--- src/design/rsrs_pkg.sv ---
package rsrs_pkg;

	// Pixel and register widths
	localparam int PIX_W      = 8;
	localparam int FW_W       = 12;
	localparam int FH_W       = 12;
	localparam int YAW_W      = 24;
	localparam int READOUT_W  = 25;

	// Configuration port
	localparam int CFG_IDX_W  = 2;
	localparam int CFG_DATA_W = 25;

	localparam logic [CFG_IDX_W-1:0] REG_FRAME_WIDTH  = 2'd0;
	localparam logic [CFG_IDX_W-1:0] REG_FRAME_HEIGHT = 2'd1;
	localparam logic [CFG_IDX_W-1:0] REG_YAW_RATE     = 2'd2;
	localparam logic [CFG_IDX_W-1:0] REG_READOUT_TIME = 2'd3;

	// Shift arithmetic: dx = yaw * readout * 100 * row / (height * 2^40)
	localparam int K_SCALE     = 100;
	localparam int K_W         = 7;
	localparam int SHIFT_FRAC  = 40;
	localparam int SHIFT_MAG_W = 23;

	// Result queue between front and back
	localparam int QDEPTH = 4;
	localparam int QAW    = $clog2(QDEPTH);
	localparam int QCW    = $clog2(QDEPTH + 1);

	typedef struct packed {
		logic [PIX_W-1:0] pixel_in;
		logic             flush;
	} in_word_t;

	typedef struct packed {
		logic [PIX_W-1:0] pixel_out;
		logic             row_end;
		logic             frame_end;
	} out_word_t;

	// Tag of a store read in flight
	typedef struct packed {
		logic valid;
		logic row_end;
		logic frame_end;
	} rd_tag_t;

	// Request to the shift unit
	typedef struct packed {
		logic                 restart;
		logic                 neg;
		logic [YAW_W-1:0]     ay;
		logic [READOUT_W-1:0] rt;
	} shift_cmd_t;

	// Shift unit result
	typedef struct packed {
		logic                   ok;
		logic                   neg;
		logic [SHIFT_MAG_W-1:0] mag;
	} shift_res_t;

endpackage

--- src/design/rsrs_stream_if.sv ---
interface rsrs_stream_if #(
	parameter type T = logic
);
	logic valid;
	logic ready;
	T     data;

	modport source (output valid, output data, input ready);
	modport sink (input valid, input data, output ready);
endinterface

--- src/design/rsrs_back.sv ---
module rsrs_back (
	input  logic                        clk,
	input  logic                        arst_n,
	input  rsrs_pkg::rd_tag_t           tag_s1,
	input  logic [rsrs_pkg::PIX_W-1:0]  rdata,
	rsrs_stream_if.source               result_stream,
	output logic [rsrs_pkg::QCW-1:0]    q_count
);
	import rsrs_pkg::*;

	out_word_t      q_mem [QDEPTH];
	logic [QAW-1:0] wp_q;
	logic [QAW-1:0] rp_q;
	logic [QCW-1:0] cnt_q;
	logic           push;
	logic           pop;

	always_comb begin
		result_stream.valid  = (cnt_q != '0);
		result_stream.data   = q_mem[rp_q];
		push                 = tag_s1.valid;
		pop                  = result_stream.valid && result_stream.ready;
		q_count              = cnt_q;
	end

	// queue storage
	always_ff @(posedge clk) begin
		if (push) begin
			q_mem[wp_q] <= '{pixel_out: rdata, row_end: tag_s1.row_end,
				frame_end: tag_s1.frame_end};
		end
	end

	// pointers and fill count
	always_ff @(posedge clk or negedge arst_n) begin
		if (!arst_n) begin
			wp_q  <= '0;
			rp_q  <= '0;
			cnt_q <= '0;
		end else begin
			if (push) begin
				wp_q <= QAW'(wp_q + QAW'(1));
			end
			if (pop) begin
				rp_q <= QAW'(rp_q + QAW'(1));
			end
			case ({push, pop})
				2'b10:   cnt_q <= cnt_q + QCW'(1);
				2'b01:   cnt_q <= cnt_q - QCW'(1);
				default: cnt_q <= cnt_q;
			endcase
		end
	end

	a_no_push_when_full: assert property (@(posedge clk) disable iff (!arst_n)
		push |-> (cnt_q != QCW'(QDEPTH)))
		else $error("word pushed into a full queue");

	a_count_bounded: assert property (@(posedge clk) disable iff (!arst_n)
		cnt_q <= QCW'(QDEPTH))
		else $error("queue count beyond depth");
endmodule

--- src/flat_wrapper.sv ---
// flat-port wrapper written by rule: the top's interface ports become plain ports
module rsrs_back_flat import rsrs_pkg::*;
  (clk, arst_n, tag_s1, rdata, q_count, result_stream_valid, result_stream_data, result_stream_ready);
  rsrs_stream_if result_stream_i ();
  input  logic clk;
  input  logic arst_n;
  input  rsrs_pkg::rd_tag_t tag_s1;
  input  logic [rsrs_pkg::PIX_W-1:0] rdata;
  output logic [rsrs_pkg::QCW-1:0] q_count;
  output wire logic [$bits(result_stream_i.valid)-1:0] result_stream_valid;
  output wire logic [$bits(result_stream_i.data)-1:0] result_stream_data;
  input wire logic [$bits(result_stream_i.ready)-1:0] result_stream_ready;
  assign result_stream_valid = result_stream_i.valid;
  assign result_stream_data = result_stream_i.data;
  assign result_stream_i.ready = result_stream_ready;
  rsrs_back u_core (.clk(clk), .arst_n(arst_n), .tag_s1(tag_s1), .rdata(rdata), .result_stream(result_stream_i), .q_count(q_count));
endmodule
--- config.mk ---
export PLATFORM = sky130hd
export DESIGN_NAME = rsrs_back_flat
export DESIGN_NICKNAME = d
export VERILOG_FILES = /design/src/design/rsrs_pkg.sv /design/src/design/rsrs_stream_if.sv /design/src/design/rsrs_back.sv /design/src/flat_wrapper.sv
export SDC_FILE = /design/constraint.sdc
export NUM_CORES = 1
export LEC_CHECK = 0
export BUFFER_PORTS_ARGS = -buffer_cell sky130_fd_sc_hd__buf_2
export CAP_MARGIN = 40
export CORE_AREA = 2 2 43 61
export DETAILED_ROUTE_END_ITERATION = 10
export DIE_AREA = 0 0 45 63
export PLACE_DENSITY = 0.48
export SYNTH_ARGS = -nofsm -noshare
export SYNTH_HDL_FRONTEND = slang
export SYNTH_SLANG_ARGS = --single-unit
--- constraint.sdc ---
create_clock -name clk -period 2.2 [get_ports clk]
set_input_delay 0.22 -clock clk [delete_from_list [all_inputs] [get_ports clk]]
set_output_delay 0.22 -clock clk [all_outputs]
set_load 0.005 [all_outputs]
==> results.txt <==
- Layout filler cell count: 257
- Die Width: 45 µm
* Overall overflow remaining after global route: 0
* Post-synthesis adder-cell area fraction: 0.152
- In this run the worst path has a maximum fanout of 5.
- The floorplan step defined a die boundary enclosing 2840 µm².
* Post-place instance area: 616 µm²
- Warnings, synthesis: 0
- Final Cycle Share: 0.795
- The signal on the critical path passes through o31a_1 -> ha_1 -> inv_1 -> fa_1 -> xor2_1 -> nor2_1 -> xor2_1.
- Category of the most critical setup path: reg -> reg
* Die extent in y: 63 µm
- Final Util: 0.282
* Number of nets produced by synthesis: 61
- For this run, the top clock speed supported by timing is 572 MHz.
- Antenna cells: 0
* Drt first-iter violations: 3
* First-pass detailed-route iteration total: 2
- The max-slew violation count was 0.
* Initial core utilization: 0.234
* Clock Sinks: 11
- The library cells used most frequently in the layout, excluding fill and tap cells, are 9 x buf_2, 7 x dfrtp_1, 6 x inv_1, 5 x ha_1.
* Capture point of the worst reg-to-reg path: u_core.q_count[2]
- Internal power contribution: 524 µW
- The final layout contains routed wiring with a total length of 773 µm.
- Quantity of I/O buffers inserted on ports: 9
* Buffers and inverters on the worst path: 1
* Detailed Place HPWL: 617 µm
* Net count, final: 76
- R2R cell count: 7
- Number of unique standard cell types used by synthesis: 15
* Core region area: 2310 µm²
- Clock latency of the later-clocked register in the worst-skew pair: 0.25 ns
- Of the total power, the share spent switching nets is 0.335.
- Setup slack of the critical path after layout: 0.451 ns
* Synth-to-Final Area Change: 20.3%
- Clock network fraction of design power: 0.166
- Number of primary I/O pins: 19
- Max cap viols: 0
* Status: finished clean
* Most Frequent Cell on Critical Path: xor2_1
* Pwr per Cell Area: 1210 nW/µm²
* Post-route design area: 652 µm²
* Capturing element type of the critical path: register
- Sequential fraction of design power: 0.476
- Of the total synthesized cell area, the portion taken by AND, OR, NAND and NOR gates is 0.0785.
* Total DRC errors in the routed layout: 0
- Counting flops and latches in the post-synthesis netlist gives 11.
- In this run the critical register-to-register path is launched from u_core.q_count[0].
* Mux contribution to synthesized area: 0.0600
- Cells after Synth: 41
* PostCTS Resize Cnt: 0
- For hold timing, the worst endpoint is u_core.q_mem[2][0].
* Min-Delay Path Depth: 1
* Worst setup slack after placement: 0.439 ns
- Hold Startpoint: tag_s1[0]
- Of the synthesized area, sequential elements account for 0.545.
* Final non-filler cell total: 78
- The tree is rooted in a clkbuf_4.
- First-pass GRT wire length: 1320 µm
- STA classifies the critical path startpoint as a register.
- The via count of the first global-routing pass was 314.
- Total placed cells including tap cells: 73
* Type of the worst min-delay path: in -> reg
- Combinational family with the most area after synthesis: adder cells
- Arrival time of the worst setup path: 1.94 ns
- Share of the synthesized area in compound gates (AO/OA/AOI/OAI): 0.0254
- Average wire length per cell after detail routing: 9.91 µm
* Largest clock skew in the final design: 0.000176 ns
- Clock-pin slew was measured on the worst setup and hold paths at 0.07 ns.
* Count of endpoints failing setup in the final report: 0
* Number of levels in the clock H-tree: 1
* Power dissipated by switching net loads: 264 µW
* Time the final worst path needs with I/O delays and setup: 1.75 ns
- Final hold violations: 0
* Final RePlAce weighted congestion: 0.652
* Layout cells sized above 1: 0.236
* Fraction of power consumed by combinational cells: 0.358
- The routed layout has 319 vias.
* Number of buffers inserted during clock tree synthesis: 3
- In the global route stage, overall resource usage came out at 0.0669.
- The library cell used most frequently in the layout, excluding fill and tap cells, is buf_2.
* Synthesized area per cell: 13.2 µm²
- Standard-cell row count: 21
- Grouping stages by cell kind, the critical path spends the most delay in adder cells.
- Initial antenna violation count: 0
- TritonCTS built the clock tree.
- Across all hold checks on the routed design, the worst slack comes to 0.183 ns.
- Setup bufs post-CTS: 0
* Pin slew with the least headroom to its limit: 0.167 ns
- Worst path depth: 7
- The slowest stage of the critical path is the dfrtp_1 cell.
- Vias per inst: 4.09
* Synthesized-area fraction occupied by xor and xnor cells: 0.0970
- Bufs on Longest Clock Path: 2
- Headroom to the max-slew limit came out at 0.889.
- Netlist Area Pre-Place: 542 µm²
- Entering global routing, the biggest net connects 9 pins.
- After layout, the design draws a total of 788 µW.
- Setup repair after global routing left no endpoint under its margin.
- Slowest Stage Delay on Critical Path: 0.42 ns
- The worst-case IR drop observed on VDD is 0.267 mV.
* CP Data Required Time: 2.39 ns
* Lkg Pwr: 0.303 nW
- Once detail routing completed, the nets flagged for antenna violations numbered 0.
- The worst register-to-register path has a setup slack of 0.45 ns.
- For the final routed database, the setup TNS stands at 0 ns.
[timing repair]
item	4_1_cts	5_1_grt
hold buffers	1	0
endpoints found under the setup margin	0	0
hold endpoints to repair	7	0
[power groups by stage]
| stage | Clock (mW) | Combinational (mW) | Sequential, mW |
|---|---|---|---|
| after global routing | 0.151 | 0.331 | 0.390 |
| after global placement | 0 | 0.286 | 0.377 |
| final | 0.131 | 0.282 | 0.375 |
| after detailed placement | 0 | 0.287 | 0.379 |
| after floorplan | 0 | 0.204 | 0.365 |
| after CTS | 0.139 | 0.290 | 0.378 |
[worst max-delay path by stage]
stage / startpoint / end
2_1_floorplan: u_core.q_count[0] / u_core.q_count[2]
3_3_place_gp: u_core.q_count[0] / u_core.q_count[2]
3_5_place_dp: u_core.q_count[0] / u_core.q_count[2]
4_1_cts: u_core.q_count[0] / u_core.q_count[2]
5_1_grt: u_core.q_count[0] / u_core.q_count[2]
6_report: u_core.q_count[0] / u_core.q_count[2]
[logic make-up (layout without fill, tap and decap cells)]
logic type	Yosys count	in the layout
AND/OR/NAND/NOR	8	8
multiplexers	2	2
flip-flops	11	11
adder cells (fa/ha/maj)	6	6
XOR/XNOR	6	6
AO/OA/AOI/OAI	2	2
buffers and inverters	6	20
[area by class of cell]
| class | instances | area [µm²] | area share |
|---|---|---|---|
| Timing Repair Buffer | 10 | 55.1 | 0.0845 |
| Multi-Input combinational cell | 24 | 224 | 0.344 |
| Clock buffer | 4 | 26.3 | 0.0403 |
| Sequential cell | 11 | 295 | 0.453 |
| Tap cell | 23 | 28.8 | 0.0441 |
| Inverter | 6 | 22.5 | 0.0345 |
[Yosys cell counts (all sizes together)]
library cell  count  area share
or3               1       0.012
o31a              1       0.016
ha                5        0.12
mux4              1       0.042
xor2              4       0.065
inv               6       0.042
nand2             2       0.014
fa                1       0.037
and2              4       0.046
dfrtp             7        0.32
o21ai             1      0.0092
mux2i             1       0.018
edfxtp            4        0.22
xnor2             2       0.032
nor2              1      0.0069
[layer usage]
metal / track usage / part of all wire / up-vias
li1: - / - / 161
met1: 0.0649 / 0.40 / 153
met2: 0.105 / 0.57 / 3
met3: 0.0173 / 0.0039 / 2
met4: 0.0662 / 0.027 / 0
met5: 0 / 0 / -
[registers in the layout (all words and copies together) (netlist names)]
name,flops
u_core.q_count,3
u_core.wp_q,2
u_core.q_mem,4
u_core.rp_q,2
(Power assumes the default switching activity.)
