==> src/design/rsrs_pkg.sv <==
package rsrs_pkg;

	// Pixel and register widths
	localparam int PIX_W      = 8;
	localparam int FW_W       = 12;
	localparam int FH_W       = 12;
	localparam int YAW_W      = 24;
	localparam int READOUT_W  = 25;

	// Configuration port
	localparam int CFG_IDX_W  = 2;
	localparam int CFG_DATA_W = 25;

	localparam logic [CFG_IDX_W-1:0] REG_FRAME_WIDTH  = 2'd0;
	localparam logic [CFG_IDX_W-1:0] REG_FRAME_HEIGHT = 2'd1;
	localparam logic [CFG_IDX_W-1:0] REG_YAW_RATE     = 2'd2;
	localparam logic [CFG_IDX_W-1:0] REG_READOUT_TIME = 2'd3;

	// Shift arithmetic: dx = yaw * readout * 100 * row / (height * 2^40)
	localparam int K_SCALE     = 100;
	localparam int K_W         = 7;
	localparam int SHIFT_FRAC  = 40;
	localparam int SHIFT_MAG_W = 23;

	// Result queue between front and back
	localparam int QDEPTH = 4;
	localparam int QAW    = $clog2(QDEPTH);
	localparam int QCW    = $clog2(QDEPTH + 1);

	typedef struct packed {
		logic [PIX_W-1:0] pixel_in;
		logic             flush;
	} in_word_t;

	typedef struct packed {
		logic [PIX_W-1:0] pixel_out;
		logic             row_end;
		logic             frame_end;
	} out_word_t;

	// Tag of a store read in flight
	typedef struct packed {
		logic valid;
		logic row_end;
		logic frame_end;
	} rd_tag_t;

	// Request to the shift unit
	typedef struct packed {
		logic                 restart;
		logic                 neg;
		logic [YAW_W-1:0]     ay;
		logic [READOUT_W-1:0] rt;
	} shift_cmd_t;

	// Shift unit result
	typedef struct packed {
		logic                   ok;
		logic                   neg;
		logic [SHIFT_MAG_W-1:0] mag;
	} shift_res_t;

endpackage

==> src/design/rsrs_shift.sv <==
module rsrs_shift #(
	parameter int MAX_HEIGHT = 2048
) (
	input  logic                          clk,
	input  logic                          arst_n,
	input  rsrs_pkg::shift_cmd_t          cmd,
	input  logic [$clog2(MAX_HEIGHT)-1:0]   row,
	input  logic [$clog2(MAX_HEIGHT+1)-1:0] height,
	output rsrs_pkg::shift_res_t          res
);
	import rsrs_pkg::*;

	localparam int RW    = $clog2(MAX_HEIGHT);
	localparam int HW    = $clog2(MAX_HEIGHT + 1);
	localparam int PW    = YAW_W + READOUT_W + K_W + RW;
	localparam int QW    = PW - SHIFT_FRAC;
	localparam int MW    = (RW > READOUT_W) ? RW : READOUT_W;
	localparam int STEPS = (QW > MW) ? QW : MW;
	localparam int CNTW  = $clog2(STEPS + 1);

	typedef enum logic [2:0] {
		ST_LOAD,
		ST_MUL_RT,
		ST_MUL_K,
		ST_MUL_ROW,
		ST_DIV,
		ST_DONE
	} state_t;

	state_t          state_q;
	logic [PW-1:0]   acc_q;
	logic [PW-1:0]   mcand_q;
	logic [MW-1:0]   mult_q;
	logic [CNTW-1:0] cnt_q;
	logic [QW-1:0]   dq_q;
	logic [HW-1:0]   rem_q;
	logic [HW-1:0]   h_q;
	logic [RW-1:0]   row_q;
	logic            neg_q;

	logic [PW-1:0]   acc_nx;
	logic [HW:0]     trial;
	logic            ge;
	logic [HW-1:0]   rem_nx;
	logic            last_step;

	// shift-add multiply step and restoring divide step
	always_comb begin
		acc_nx    = acc_q + (mult_q[0] ? mcand_q : '0);
		trial     = {rem_q, dq_q[QW-1]};
		ge        = (trial >= {1'b0, h_q});
		rem_nx    = ge ? HW'(trial - {1'b0, h_q}) : HW'(trial);
		last_step = (cnt_q == CNTW'(1));
	end

	// sequencer: |yaw| * readout, * 100, * row, then >> 40 and / height
	always_ff @(posedge clk or negedge arst_n) begin
		if (!arst_n) begin
			state_q <= ST_LOAD;
		end else if (cmd.restart) begin
			state_q <= ST_LOAD;
		end else begin
			case (state_q)
				ST_LOAD: begin
					acc_q   <= '0;
					mcand_q <= PW'(cmd.ay);
					mult_q  <= MW'(cmd.rt);
					cnt_q   <= CNTW'(READOUT_W);
					neg_q   <= cmd.neg;
					row_q   <= row;
					h_q     <= height;
					state_q <= ST_MUL_RT;
				end
				ST_MUL_RT, ST_MUL_K, ST_MUL_ROW: begin
					acc_q   <= acc_nx;
					mcand_q <= mcand_q << 1;
					mult_q  <= mult_q >> 1;
					cnt_q   <= cnt_q - CNTW'(1);
					if (last_step) begin
						case (state_q)
							ST_MUL_RT: begin
								mcand_q <= acc_nx;
								acc_q   <= '0;
								mult_q  <= MW'(K_SCALE);
								cnt_q   <= CNTW'(K_W);
								state_q <= ST_MUL_K;
							end
							ST_MUL_K: begin
								mcand_q <= acc_nx;
								acc_q   <= '0;
								mult_q  <= MW'(row_q);
								cnt_q   <= CNTW'(RW);
								state_q <= ST_MUL_ROW;
							end
							default: begin
								dq_q    <= acc_nx[PW-1:SHIFT_FRAC];
								rem_q   <= '0;
								cnt_q   <= CNTW'(QW);
								state_q <= ST_DIV;
							end
						endcase
					end
				end
				ST_DIV: begin
					dq_q  <= {dq_q[QW-2:0], ge};
					rem_q <= rem_nx;
					cnt_q <= cnt_q - CNTW'(1);
					if (last_step) begin
						state_q <= ST_DONE;
					end
				end
				ST_DONE: begin
					state_q <= ST_DONE;
				end
				default: begin
					state_q <= ST_LOAD;
				end
			endcase
		end
	end

	// saturate the magnitude
	always_comb begin
		res.ok  = (state_q == ST_DONE);
		res.neg = neg_q;
		if ((dq_q >> SHIFT_MAG_W) != '0) begin
			res.mag = '1;
		end else begin
			res.mag = SHIFT_MAG_W'(dq_q);
		end
	end

	a_restart_clears_ok: assert property (@(posedge clk) disable iff (!arst_n)
		cmd.restart |=> !res.ok)
		else $error("shift result still marked valid after restart");
endmodule

==> config.mk <==
export PLATFORM = sky130hd
export DESIGN_NAME = rsrs_shift
export DESIGN_NICKNAME = d
export VERILOG_FILES = /design/src/design/rsrs_pkg.sv /design/src/design/rsrs_shift.sv
export SDC_FILE = /design/constraint.sdc
export NUM_CORES = 1
export LEC_CHECK = 0
export BUFFER_PORTS_ARGS = -buffer_cell sky130_fd_sc_hd__buf_4
export CAP_MARGIN = 20
export CORE_MARGIN = 5
export CORE_UTILIZATION = 40
export CTS_CLUSTER_DIAMETER = 200
export DETAILED_ROUTE_END_ITERATION = 7
export PLACE_DENSITY = 0.66
export SLEW_MARGIN = 15
export SYNTH_ARGS = -nofsm -noshare
export SYNTH_HDL_FRONTEND = slang
export SYNTH_SLANG_ARGS = --single-unit
export TNS_END_PERCENT = 5
==> constraint.sdc <==
create_clock -name clk -period 11.4 [get_ports clk]
set_input_delay 2.28 -clock clk [delete_from_list [all_inputs] [get_ports clk]]
set_output_delay 2.28 -clock clk [all_outputs]
set_load 0.03 [all_outputs]
==> results.txt, run 1 <==
most instantiated cells after synthesis: 227 x edfxtp_1, 144 x nand2_1, 136 x o21ai_0, 116 x nor2_1, 98 x a21oi_1
Post-Syn Area: 14320 µm²
count of antenna-violating nets left after detailed routing: 0
met1 capacity usage during global routing: 23.79%
hold_buf cts: 0
residual overflow from global routing: 0
latest clock arrival within the worst-skew pair: 530 ps
clock input transition at the sequential cells of the worst setup and hold paths: 60 ps
Final TNS setup: 0 ps
average detailed-routed wire length per instance: 17.28 µm
share of synthesized flip-flops with an asynchronous set or reset: 1.304%
reg2reg start: mult_q[0]
arrival time of data at the critical path endpoint: 4580 ps
met3 track demand over resource in global routing: 1.838%
number of input and output port buffers inserted: 100
Filler cells: 3291
FF-to-FF setup slack: 7060 ps
first drt pass iteration count: 5
gp weighted congestion: 0.8794
pin slew with the least headroom to its limit: 1038 ps
r2r worst-path depth: 15
CTS H-Tree Depth: 1
post-CTS sizing: 0
number of warnings reported in the yosys synthesis log: 0
Worst VDD drop: 0.1167 mV
busiest layer in global routing: met2
# clock sinks: 230
x dimension of the die: 199.2 µm
power density over the cells: 134.5 nW/µm²
effective utilization at floorplan: 40.37%
required time worst endpoint: 11640 ps
hold wc startpoint: mult_q[1]
root buf cell: clkbuf_16
Antenna Diode Count: 0
fin crit share: 38.06%
largest buffer count on any clock path: 3
I/O pin count: 101
multi-input gate area in the final layout: 6994 µm²
first-pass GRT wire length: 56960 µm
die area: 39700 µm²
status: complete, no violations
worst slew margin relative to its limit: 30.78%
max-cap viol count: 0
height of the die: 199.2 µm
via count of the first global-routing pass: 11380
category of the worst setup path capture point: flip-flop
total setup buffers inserted after CTS: 0
number of enable flip-flop cells after synthesis: 227
Crit Path Max Fanout: 67
number of different library cells in the post-synthesis netlist: 73
register bit count reported by yosys: 230
final worst-path setup slack: 7062 ps
DR iter-0 viols: 749
ranking of synthesized cells by area: edfxtp_1 48%, ha_1 7.0%, o21ai_0 4.8%
time the worst path needs with I/O delays and setup: 4338 ps
average via count per standard cell: 5.612
met2 routing resource usage after global routing: 29.15%
mean cell area of the mapped netlist: 9.725 µm²
standard cell core area: 35480 µm²
worst r2r dst: mcand_q[44]
fraction of synthesized cell area taken by the top area cell type: 47.58%
fraction of final layout cells with drive strength greater than 1: 11.70%
most instantiated library cell after synthesis: edfxtp_1
residual DRC count: 0
Final #Nets: 1686
final number of max-transition violations: 0
Final Power: 2.200 mW
kind of critical path: flip-flop to flip-flop
number of instances in the synthesized netlist: 1473
Worst setup SP type: flip-flop
synthesized net count: 1631
fraction of the core area covered by cells at the end of the flow: 46.11%
number of endpoints with negative hold slack in the final report: 0
pre-CTS setup slack: 7084 ps
DRT Wirelength: 34710 µm
sequential cell area in the final layout: 6892 µm²
clock tree from TritonCTS: done
largest net degree at the start of global routing: 160
global-route usage over all layers: 17.16%
min-delay worst type: flip-flop to flip-flop
number of setup violations in the final report: 0
leakage power figure: 6.387 nW
area delta synth->final: 14.20%
most common flop cell mapped by yosys: edfxtp_1
Critical Path Start: mult_q[0]
library cell with the largest summed area after synthesis: edfxtp_1
detailed placer's ending HPWL: 23820 µm
Post-Route Skew: 15.48 ps
clock buffers created by TritonCTS: 27
total vias in the final route: 11270
hold path depth: 2
unrepaired setup endpoints after global routing: false
highest attainable clock frequency: 230.5 MHz
part of the Yosys area used for sequential elements: 48.11%
initial antenna violation count: 0
Rows: 69
worst-case hold path end point: mult_q[0]
[layer usage]
metal | vias to the layer above | part of all wire (%)
met5 | - | 0
li1 | 5492 | -
met1 | 5470 | 46
met2 | 255 | 48
met3 | 51 | 3.8
met4 | 0 | 2.1
[how the worst max path moves through the flow]
stage,endpoint,slack [ps],cells after the start
final,mcand_q[44],7060,15
after CTS,mcand_q[44],7060,15
after floorplan,acc_q[0],1660,2
after global routing,dq_q[20],6690,15
after detailed placement,mcand_q[44],7080,15
after global placement,mcand_q[44],7220,15
[critical path, stage by stage (launching register included)]
cell	delay, ps
edfxtp_1	320
buf_4	500
and2_1	220
ha_1	190
inv_1	60
fa_1	390
nor2b_1	160
o2111ai_1	150
a211o_1	340
a311oi_1	280
o21ai_0	200
and3_1	240
o31ai_1	440
a21oi_1	150
xnor2_1	260
o21ai_0	120
[state kept, by name, summed over array words and instances (netlist names)]
name,flops
acc_q,67
mult_q,25
row_q,11
state_q,3
rem_q,12
h_q,12
mcand_q,67
neg_q,1
cnt_q,5
dq_q,27
[power breakdown]
group	total [mW]	internal [mW]	leakage [nW]	switching, mW
registers	0.996	0.982	2.19	0.0137
clock network	0.866	0.522	0.427	0.344
logic	0.338	0.133	3.77	0.205
[logic make-up (layout without fill, tap and decap cells)]
| family | count (synthesis) | in the layout | synth area share [%] |
|---|---|---|---|
| AO/OA/AOI/OAI | 407 | 407 | 17.69 |
| XOR/XNOR | 73 | 73 | 4.463 |
| adder cells (fa/ha/maj) | 82 | 82 | 7.267 |
| buffers and inverters | 130 | 204 | 3.450 |
| flip-flops | 230 | 230 | 48.11 |
| multiplexers | 5 | 5 | 0.3668 |
| AND/OR/NAND/NOR | 546 | 546 | 18.66 |
[final cells by class]
cell class	count	share of cell area [%]
inverters	43	0.9866
clock inverters	16	1.101
clock buffers	32	4.245
multi-input cells	1113	42.75
flip-flops and latches	230	42.13
well taps	461	3.526
repair buffers	113	5.262
[cell usage in the layout, fill, tap and decap left out, types with 41 or more instances in the layout]
cell type  netlist  layout
ha_1            80      80
and2_1          80      80
o21ai_0        136     136
a21o_1          41      41
nand2_1        144     143
edfxtp_1       227     227
xnor2_1         43      43
a21oi_1         98      97
nand3_1         82      82
nor2_1         116     112
buf_4            1     112
inv_1           43      43
[through the flow]
stage | instances | hold slack [ps] | area [µm²]
2_1_floorplan | 1473 | 500.2 | 14330
3_3_place_gp | 1960 | 513.7 | 15480
3_5_place_dp | 1960 | 524.3 | 15480
4_1_cts | 2008 | 539.4 | 16360
5_1_grt | 2008 | 556.8 | 16360
6_report | 2008 | 535.3 | 16360
(Power assumes the default switching activity.)
==> inputs of run 2 (changes only) <==
ABC_AREA = 1   (was default)
PLACE_DENSITY = 0.68   (was 0.66)
clock period = 3.8 ns   (was 11.4 ns; I/O delays follow)
==> run 2 against run 1 <==
  * Global-route usage rose by 3.9 points
  * Via count rose by 29%
  * Clock skew rose by 0.98 ps
  * Critical endpoint is now dq_q[22]
  * Highest routed layer is now met5
==> results.txt, run 2 <==
initial antenna violation count: 1 (was 0)
standard cell core area: 40010 µm² (was 35480 µm²)
number of endpoints with negative hold slack in the final report: 0 (unchanged)
fin crit share: 83.93% (was 38.06%)
kind of critical path: flip-flop to flip-flop (unchanged)
Final #Nets: 2494 (was 1686)
met2 routing resource usage after global routing: 34.30% (was 29.15%)
time the worst path needs with I/O delays and setup: 3189 ps (was 4338 ps)
pin slew with the least headroom to its limit: 631.3 ps (was 1038 ps)
most instantiated cells after synthesis: 790 x nand2_1, 376 x inv_1, 250 x nor2_1, 227 x edfxtp_1, 115 x nand3_1 (was 227 x edfxtp_1, 144 x nand2_1, 136 x o21ai_0, 116 x nor2_1, 98 x a21oi_1)
gp weighted congestion: 0.9793 (was 0.8794)
CTS H-Tree Depth: 1 (unchanged)
arrival time of data at the critical path endpoint: 3490 ps (was 4580 ps)
highest attainable clock frequency: 313.6 MHz (was 230.5 MHz)
largest buffer count on any clock path: 3 (unchanged)
top library cells by usage in the layout, fill and taps aside: 790 x nand2_1, 376 x inv_1, 248 x nor2_1 (was 227 x edfxtp_1, 143 x nand2_1, 136 x o21ai_0)
latest clock arrival within the worst-skew pair: 560 ps (was 530 ps)
number of enable flip-flop cells after synthesis: 227 (unchanged)
DR iter-0 viols: 1124 (was 749)
part of the Yosys area used for sequential elements: 42.37% (was 48.11%)
number of instances in the synthesized netlist: 2238 (was 1473)
Antenna Diode Count: 0 (unchanged)
detailed placer's ending HPWL: 36640 µm (was 23820 µm)
Worst VDD drop: 0.5426 mV (was 0.1167 mV)
post-route insts no fill: 2880 (was 2008)
global-route usage over all layers: 21.03% (was 17.16%)
total setup buffers inserted after CTS: 0 (unchanged)
average via count per standard cell: 5.059 (was 5.612)
clock buffers created by TritonCTS: 26 (was 27)
number of placed instances with taps included: 2832 (was 1960)
number of different library cells in the post-synthesis netlist: 41 (was 73)
effective utilization at floorplan: 40.65% (was 40.37%)
average detailed-routed wire length per instance: 16.38 µm (was 17.28 µm)
fraction of the core area covered by cells at the end of the flow: 46.13% (was 46.11%)
fraction of final layout cells with drive strength greater than 1: 7.686% (was 11.70%)
leakage power figure: 8.943 nW (was 6.387 nW)
number of input and output port buffers inserted: 100 (unchanged)
r2r worst-path depth: 12 (was 15)
I/O pin count: 101 (unchanged)
most common cell after layout, fill and taps aside: nand2_1 (was edfxtp_1)
Rows: 73 (was 69)
category of the worst setup path capture point: flip-flop (unchanged)
largest net degree at the start of global routing: 78 (was 160)
DRT Wirelength: 47180 µm (was 34710 µm)
register bit count reported by yosys: 230 (unchanged)
root buf cell: clkbuf_16 (unchanged)
library cell with the largest summed area after synthesis: edfxtp_1 (unchanged)
first-pass GRT wire length: 76000 µm (was 56960 µm)
residual overflow from global routing: 0 (unchanged)
ranking of synthesized cells by area: edfxtp_1 42%, nand2_1 18%, inv_1 8.7% (was edfxtp_1 48%, ha_1 7.0%, o21ai_0 4.8%)
worst slew margin relative to its limit: 57.91% (was 30.78%)
unrepaired setup endpoints after global routing: false (unchanged)
required time worst endpoint: 4100 ps (was 11640 ps)
power density over the cells: 620.6 nW/µm² (was 134.5 nW/µm²)
Worst setup SP type: flip-flop (unchanged)
count of antenna-violating nets left after detailed routing: 0 (unchanged)
Crit Path Max Fanout: 67 (unchanged)
total vias in the final route: 14570 (was 11270)
area delta synth->final: 13.45% (was 14.20%)
largest registers: acc_q: 67 flops, mcand_q: 67 flops, dq_q: 27 flops (unchanged)
synthesized net count: 2396 (was 1631)
clock input transition at the sequential cells of the worst setup and hold paths: 60 ps (about the same)
status: complete, no violations (unchanged)
Post-Syn Area: 16260 µm² (was 14320 µm²)
most instantiated library cell after synthesis: nand2_1 (was edfxtp_1)
via count of the first global-routing pass: 14470 (was 11380)
fraction of synthesized cell area taken by the top area cell type: 41.91% (was 47.58%)
die area: 44790 µm² (was 39700 µm²)
# clock sinks: 230 (unchanged)
share of synthesized flip-flops with an asynchronous set or reset: 1.304% (unchanged)
most common flop cell mapped by yosys: edfxtp_1 (unchanged)
busiest layer in global routing: met2 (unchanged)
hold path depth: 1 (was 2)
height of the die: 211.6 µm (was 199.2 µm)
worst hold slack: 377.0 ps (was 535.3 ps)
first drt pass iteration count: 5 (unchanged)
min-delay worst type: primary input to flip-flop (was flip-flop to flip-flop)
Filler cells: 4145 (was 3291)
final number of max-transition violations: 0 (unchanged)
max-cap viol count: 0 (unchanged)
number of setup violations in the final report: 0 (unchanged)
mean cell area of the mapped netlist: 7.267 µm² (was 9.725 µm²)
residual DRC count: 0 (unchanged)
number of warnings reported in the yosys synthesis log: 0 (unchanged)
met1 capacity usage during global routing: 28.74% (was 23.79%)
Post-Route Skew: 16.46 ps (was 15.48 ps)
clock tree from TritonCTS: done (unchanged)
met3 track demand over resource in global routing: 3.260% (was 1.838%)
x dimension of the die: 211.6 µm (was 199.2 µm)
-- run 2: cell types whose count changed after synthesis, moves of 15 or more --
cell / delta
nand2_1: +646
inv_1: +333
nor2_1: +134
o21ai_0: -85
and2_1: -79
clkbuf_1: -65
a21o_1: -37
nand2b_1: -35
nand3_1: +33
a22oi_1: -29
xor2_1: -21
and3_1: -15
-- run 2: path summary, 6_finish.rpt --
kind                                 from          to  slack [ps]
worst max-delay path            mult_q[0]    dq_q[22]         610
worst min-delay path              row[10]   row_q[10]         380
worst max register to register  mult_q[0]    dq_q[22]         610
worst min register to register  mult_q[4]   mult_q[3]         530
max in group asynchronous          arst_n  state_q[1]        3170
min in group asynchronous          arst_n  state_q[0]         530
-- run 2: layout make-up --
| cell class | count | area (µm²) | share of cell area (%) |
|---|---|---|---|
| multi-input cells | 1580 | 7732 | 41.90 |
| flip-flops and latches | 230 | 6892 | 37.35 |
| inverters | 382 | 1434 | 7.771 |
| repair buffers | 116 | 923.4 | 5.004 |
| clock buffers | 34 | 701.9 | 3.804 |
| well taps | 525 | 656.9 | 3.560 |
| clock inverters | 13 | 112.6 | 0.6103 |
-- run 2: power breakdown --
part           internal (mW)  switching (mW)  total (mW)  leakage (nW)
clock                   1.43            1.04        2.46         0.401
combinational           1.67            3.51        5.17          6.36
sequential              3.61           0.201        3.81          2.18
total                   6.71            4.74        11.5          8.94
-- run 2: through the flow --
stage | setup slack (ps) | cell area, µm² | total power, mW | TNS [ps]
global route | 330.2 | 18450 | 12.31 | 0
floorplan | -1525 | 16270 | 7.624 | -59480
detailed placement | 645.7 | 17630 | 9.017 | 0
finish | 610.8 | 18450 | 11.45 | 0
global placement | 662.2 | 17630 | 8.940 | 0
CTS | 620.1 | 18450 | 11.52 | 0
-- run 2: per-layer routing --
layer | vias up | wire, µm
met2 | 413 | 21190
met1 | 6751 | 21310
met4 | 2 | 1662
met5 | - | 13
met3 | 89 | 3003
li1 | 7314 | -
-- run 2: timing repair --
| action | 4_1_cts | 5_1_grt |
|---|---|---|
| hold buffers | 1 | 0 |
| setup endpoints to repair | 0 | 0 |
| resized for setup | 0 | 0 |
| hold endpoints to repair | 3 | 0 |
-- run 2: logic make-up (layout without fill, tap and decap cells) --
kind of cell	count (synthesis)	count (layout)	share of synthesized area (%)
compound gates	225	225	8.078
flops	230	230	42.37
simple gates	1228	1228	30.44
fa+ha+maj	82	82	6.401
xor+xnor	45	45	2.423
buf+inv	428	545	10.29
-- run 2: critical path, stage by stage (launching register included) --
cell and delay [ps]:
edfxtp_1 410, buf_12 230, nand2_1 100, inv_1 40
ha_1 340, a21oi_1 370, o21ai_0 200, a21oi_1 230
nand2_1 130, a21oi_1 430, nand3_1 220, nand3_1 130
nand2_1 60
==> inputs of run 3 (changes only) <==
ABC_AREA = 0   (was 1)
PLACE_DENSITY = 0.66   (was 0.68)
clock period = 3.2 ns   (was 3.8 ns; I/O delays follow)
==> run 3 against run 2 <==
  * The flow now finishes with violations (negative setup slack)
  * Largest cell class unchanged
  * Die area fell by 11%
  * Utilization is 7.7 points higher
  * Fmax fell by 13%
  * Power fell by 28%
  * Register-to-register slack worse by 1100 ps
  * Non-clock buffer count up 241
  * Setup slack lost 1100 ps
  * First-iteration DRC count is 30% lower
  * Sequential share of layout area fell by 1.3 points
  * Clock skew up 3.0 ps
  * Largest power group is now registers
==> results.txt, run 3 (same netlist as run 1, synthesis figures left out) <==
number of endpoints with negative hold slack in the final report: 0 (unchanged)
worst path cell trace: buf_6 > buf_12 > buf_12 > and2_4 > ha_4 > a21oi_4 > o21ai_2 > a221o_1 > a41o_1 > nor3b_4 > a2111o_1 > and3_1 > a31oi_1 > xor2_1 > o21ai_1 (was buf_12 > nand2_1 > inv_1 > ha_1 > a21oi_1 > o21ai_0 > a21oi_1 > nand2_1 > a21oi_1 > nand3_1 > nand3_1 > nand2_1)
DRT Wirelength: 39680 µm (was 47180 µm)
count of antenna-violating nets left after detailed routing: 0 (unchanged)
Final Power: 8.258 mW (was 11.45 mW)
fraction of the core area covered by cells at the end of the flow: 53.82% (was 46.13%)
worst r2r dst: mcand_q[53] (was dq_q[22])
clock tree from TritonCTS: done (unchanged)
Crit Path Max Fanout: 7 (was 67)
Rows: 69 (was 73)
final number of max-transition violations: 0 (unchanged)
FF-to-FF setup slack: -470 ps (was 610 ps)
r2r worst-path depth: 15 (was 12)
fin crit share: 114.8% (was 83.93%)
highest attainable clock frequency: 272.1 MHz (was 313.6 MHz)
Worst setup SP type: flip-flop (unchanged)
standard cell core area: 35480 µm² (was 40010 µm²)
die area: 39700 µm² (was 44790 µm²)
CTS H-Tree Depth: 1 (unchanged)
unrepaired setup endpoints after global routing: true (was false)
root buf cell: clkbuf_16 (unchanged)
kind of critical path: flip-flop to flip-flop (unchanged)
worst hold slack: 274.7 ps (was 377.0 ps)
average via count per standard cell: 5.480 (was 5.059)
first-pass GRT wire length: 64830 µm (was 76000 µm)
effective utilization at floorplan: 40.37% (was 40.65%)
I/O pin count: 101 (unchanged)
hold path depth: 1 (unchanged)
required time worst endpoint: 3490 ps (was 4100 ps)
largest buffer count on any clock path: 3 (unchanged)
worst-case hold path end point: h_q[7] (was row_q[10])
worst slew margin relative to its limit: 32.92% (was 57.91%)
x dimension of the die: 199.2 µm (was 211.6 µm)
via count of the first global-routing pass: 12730 (was 14470)
clock input transition at the sequential cells of the worst setup and hold paths: 60 ps (about the same)
height of the die: 199.2 µm (was 211.6 µm)
slowest cell on the critical path: a2111o_1 (was a21oi_1)
number of input and output port buffers inserted: 100 (unchanged)
pin slew with the least headroom to its limit: 992.2 ps (was 631.3 ps)
Worst VDD drop: 0.5794 mV (was 0.5426 mV)
largest net degree at the start of global routing: 87 (was 78)
min-delay worst type: primary input to flip-flop (unchanged)
DR iter-0 viols: 787 (was 1124)
power density over the cells: 432.5 nW/µm² (was 620.6 nW/µm²)
first drt pass iteration count: 5 (unchanged)
number of setup violations in the final report: 105 (was 0)
latest clock arrival within the worst-skew pair: 540 ps (was 560 ps)
arrival time of data at the critical path endpoint: 3960 ps (was 3490 ps)
gp weighted congestion: 0.9453 (was 0.9793)
fraction of final layout cells with drive strength greater than 1: 29.73% (was 7.686%)
# clock sinks: 230 (unchanged)
final worst-path setup slack: -475.0 ps (was 610.8 ps)
total vias in the final route: 12350 (was 14570)
average detailed-routed wire length per instance: 17.61 µm (was 16.38 µm)
leakage power figure: 7.742 nW (was 8.943 nW)
category of the worst setup path capture point: flip-flop (unchanged)
status: finished with violations (was complete, no violations)
residual overflow from global routing: 0 (unchanged)
max-cap viol count: 0 (unchanged)
Post-Route Skew: 19.46 ps (was 16.46 ps)
Final #Nets: 1930 (was 2494)
top library cells by usage in the layout, fill and taps aside: 338 x buf_4, 227 x edfxtp_1, 140 x nand2_1 (was 790 x nand2_1, 376 x inv_1, 248 x nor2_1)
residual DRC count: 0 (unchanged)
violated checks: negative setup slack
global-route usage over all layers: 19.68% (was 21.03%)
time the worst path needs with I/O delays and setup: 3675 ps (was 3189 ps)
detailed placer's ending HPWL: 27300 µm (was 36640 µm)
hold wc startpoint: height[7] (was row[10])
reg2reg start: mult_q[0] (unchanged)
most common cell after layout, fill and taps aside: buf_4 (was nand2_1)
initial antenna violation count: 0 (was 1)
Slowest Stage Delay on Critical Path: 500 ps (was 430 ps)
largest registers: acc_q: 67 flops, mcand_q: 67 flops, dq_q: 27 flops (unchanged)
area delta synth->final: 33.30% (was 13.45%)
most prevalent standard cell on the critical path: buf_12
clock buffers created by TritonCTS: 27 (was 26)
Antenna Diode Count: 0 (unchanged)
-- run 3: changes by cell type in the layout (fill, tap and decap cells not counted), moves of 23 or more --
cell and change:
nand2b_1 +33, nand3_1 -33, ha_1 -24, o21ai_0 +62
inv_1 -333, a22oi_1 +29, nand2_1 -650, and2_1 +67
ha_4 +23, nor2_1 -136, buf_4 +227, a21o_1 +37
-- run 3: routing by layer --
metal / share of wire [%] / up-vias / GRT usage, % / wire, µm
met5: 0 / - / 0 / 0
met4: 2.5 / 0 / 4.914 / 974
met3: 4.6 / 79 / 2.495 / 1810
met2: 49 / 324 / 33.87 / 19310
met1: 44 / 5956 / 26.49 / 17590
li1: - / 5994 / - / -
-- run 3: worst max-delay path by stage --
stage                          from           to  depth (start not counted)
final                     mult_q[0]  mcand_q[53]                         15
after global routing      mult_q[0]     dq_q[20]                         15
after CTS                 mult_q[0]     dq_q[13]                         15
after detailed placement  mult_q[0]  mcand_q[61]                         15
after global placement    mult_q[0]  mcand_q[61]                         14
after floorplan             cmd[50]     acc_q[0]                          2
-- run 3: cell type report --
cell class	instances	area (µm²)
clock inverter	21	150.1
multi-input combinational	1113	7797
tap	461	576.8
sequential	230	6892
fill	3015	16390
clock buffer	29	683.2
timing repair buffer	357	2835
inverter	43	161.4
-- run 3: repair_timing --
action                                 CTS  global route
setup buffers                           10            12
endpoints found under the hold margin    3             0
resized for setup                      114            43
pin swaps                               53            22
hold buffers                             1             0
gates cloned                             3             0
setup endpoints to repair              100           132
-- run 3: worst max-delay path: cells and delay by family, from the launching register on --
family                     cells  cell delay (ps)
DFF                            1              400
xor gates and xnor gates       1              270
and+or+nand+nor                3              490
buffers and inverters          3              430
AOI/OAI and AO/OA              7             1580
adders and majority gates      1              250
-- run 3: metrics by stage --
stage,setup TNS [ps],setup slack [ps],cells,area (µm²)
4_1_cts,-22190,-405.7,2243,18830
3_5_place_dp,-34330,-653.8,2179,17190
5_1_grt,-44290,-592.6,2254,19100
3_3_place_gp,-29260,-578.8,2179,17190
6_report,-26050,-475.0,2254,19100
2_1_floorplan,-79670,-363.2,1473,14340
-- run 3: power by group --
part           total, mW  leakage [nW]  internal (mW)  switching [mW]
sequential          3.55          2.19           3.50          0.0589
clock               2.94         0.411           1.64            1.30
combinational       1.76          5.14          0.851           0.912
total               8.26          7.74           5.99            2.27
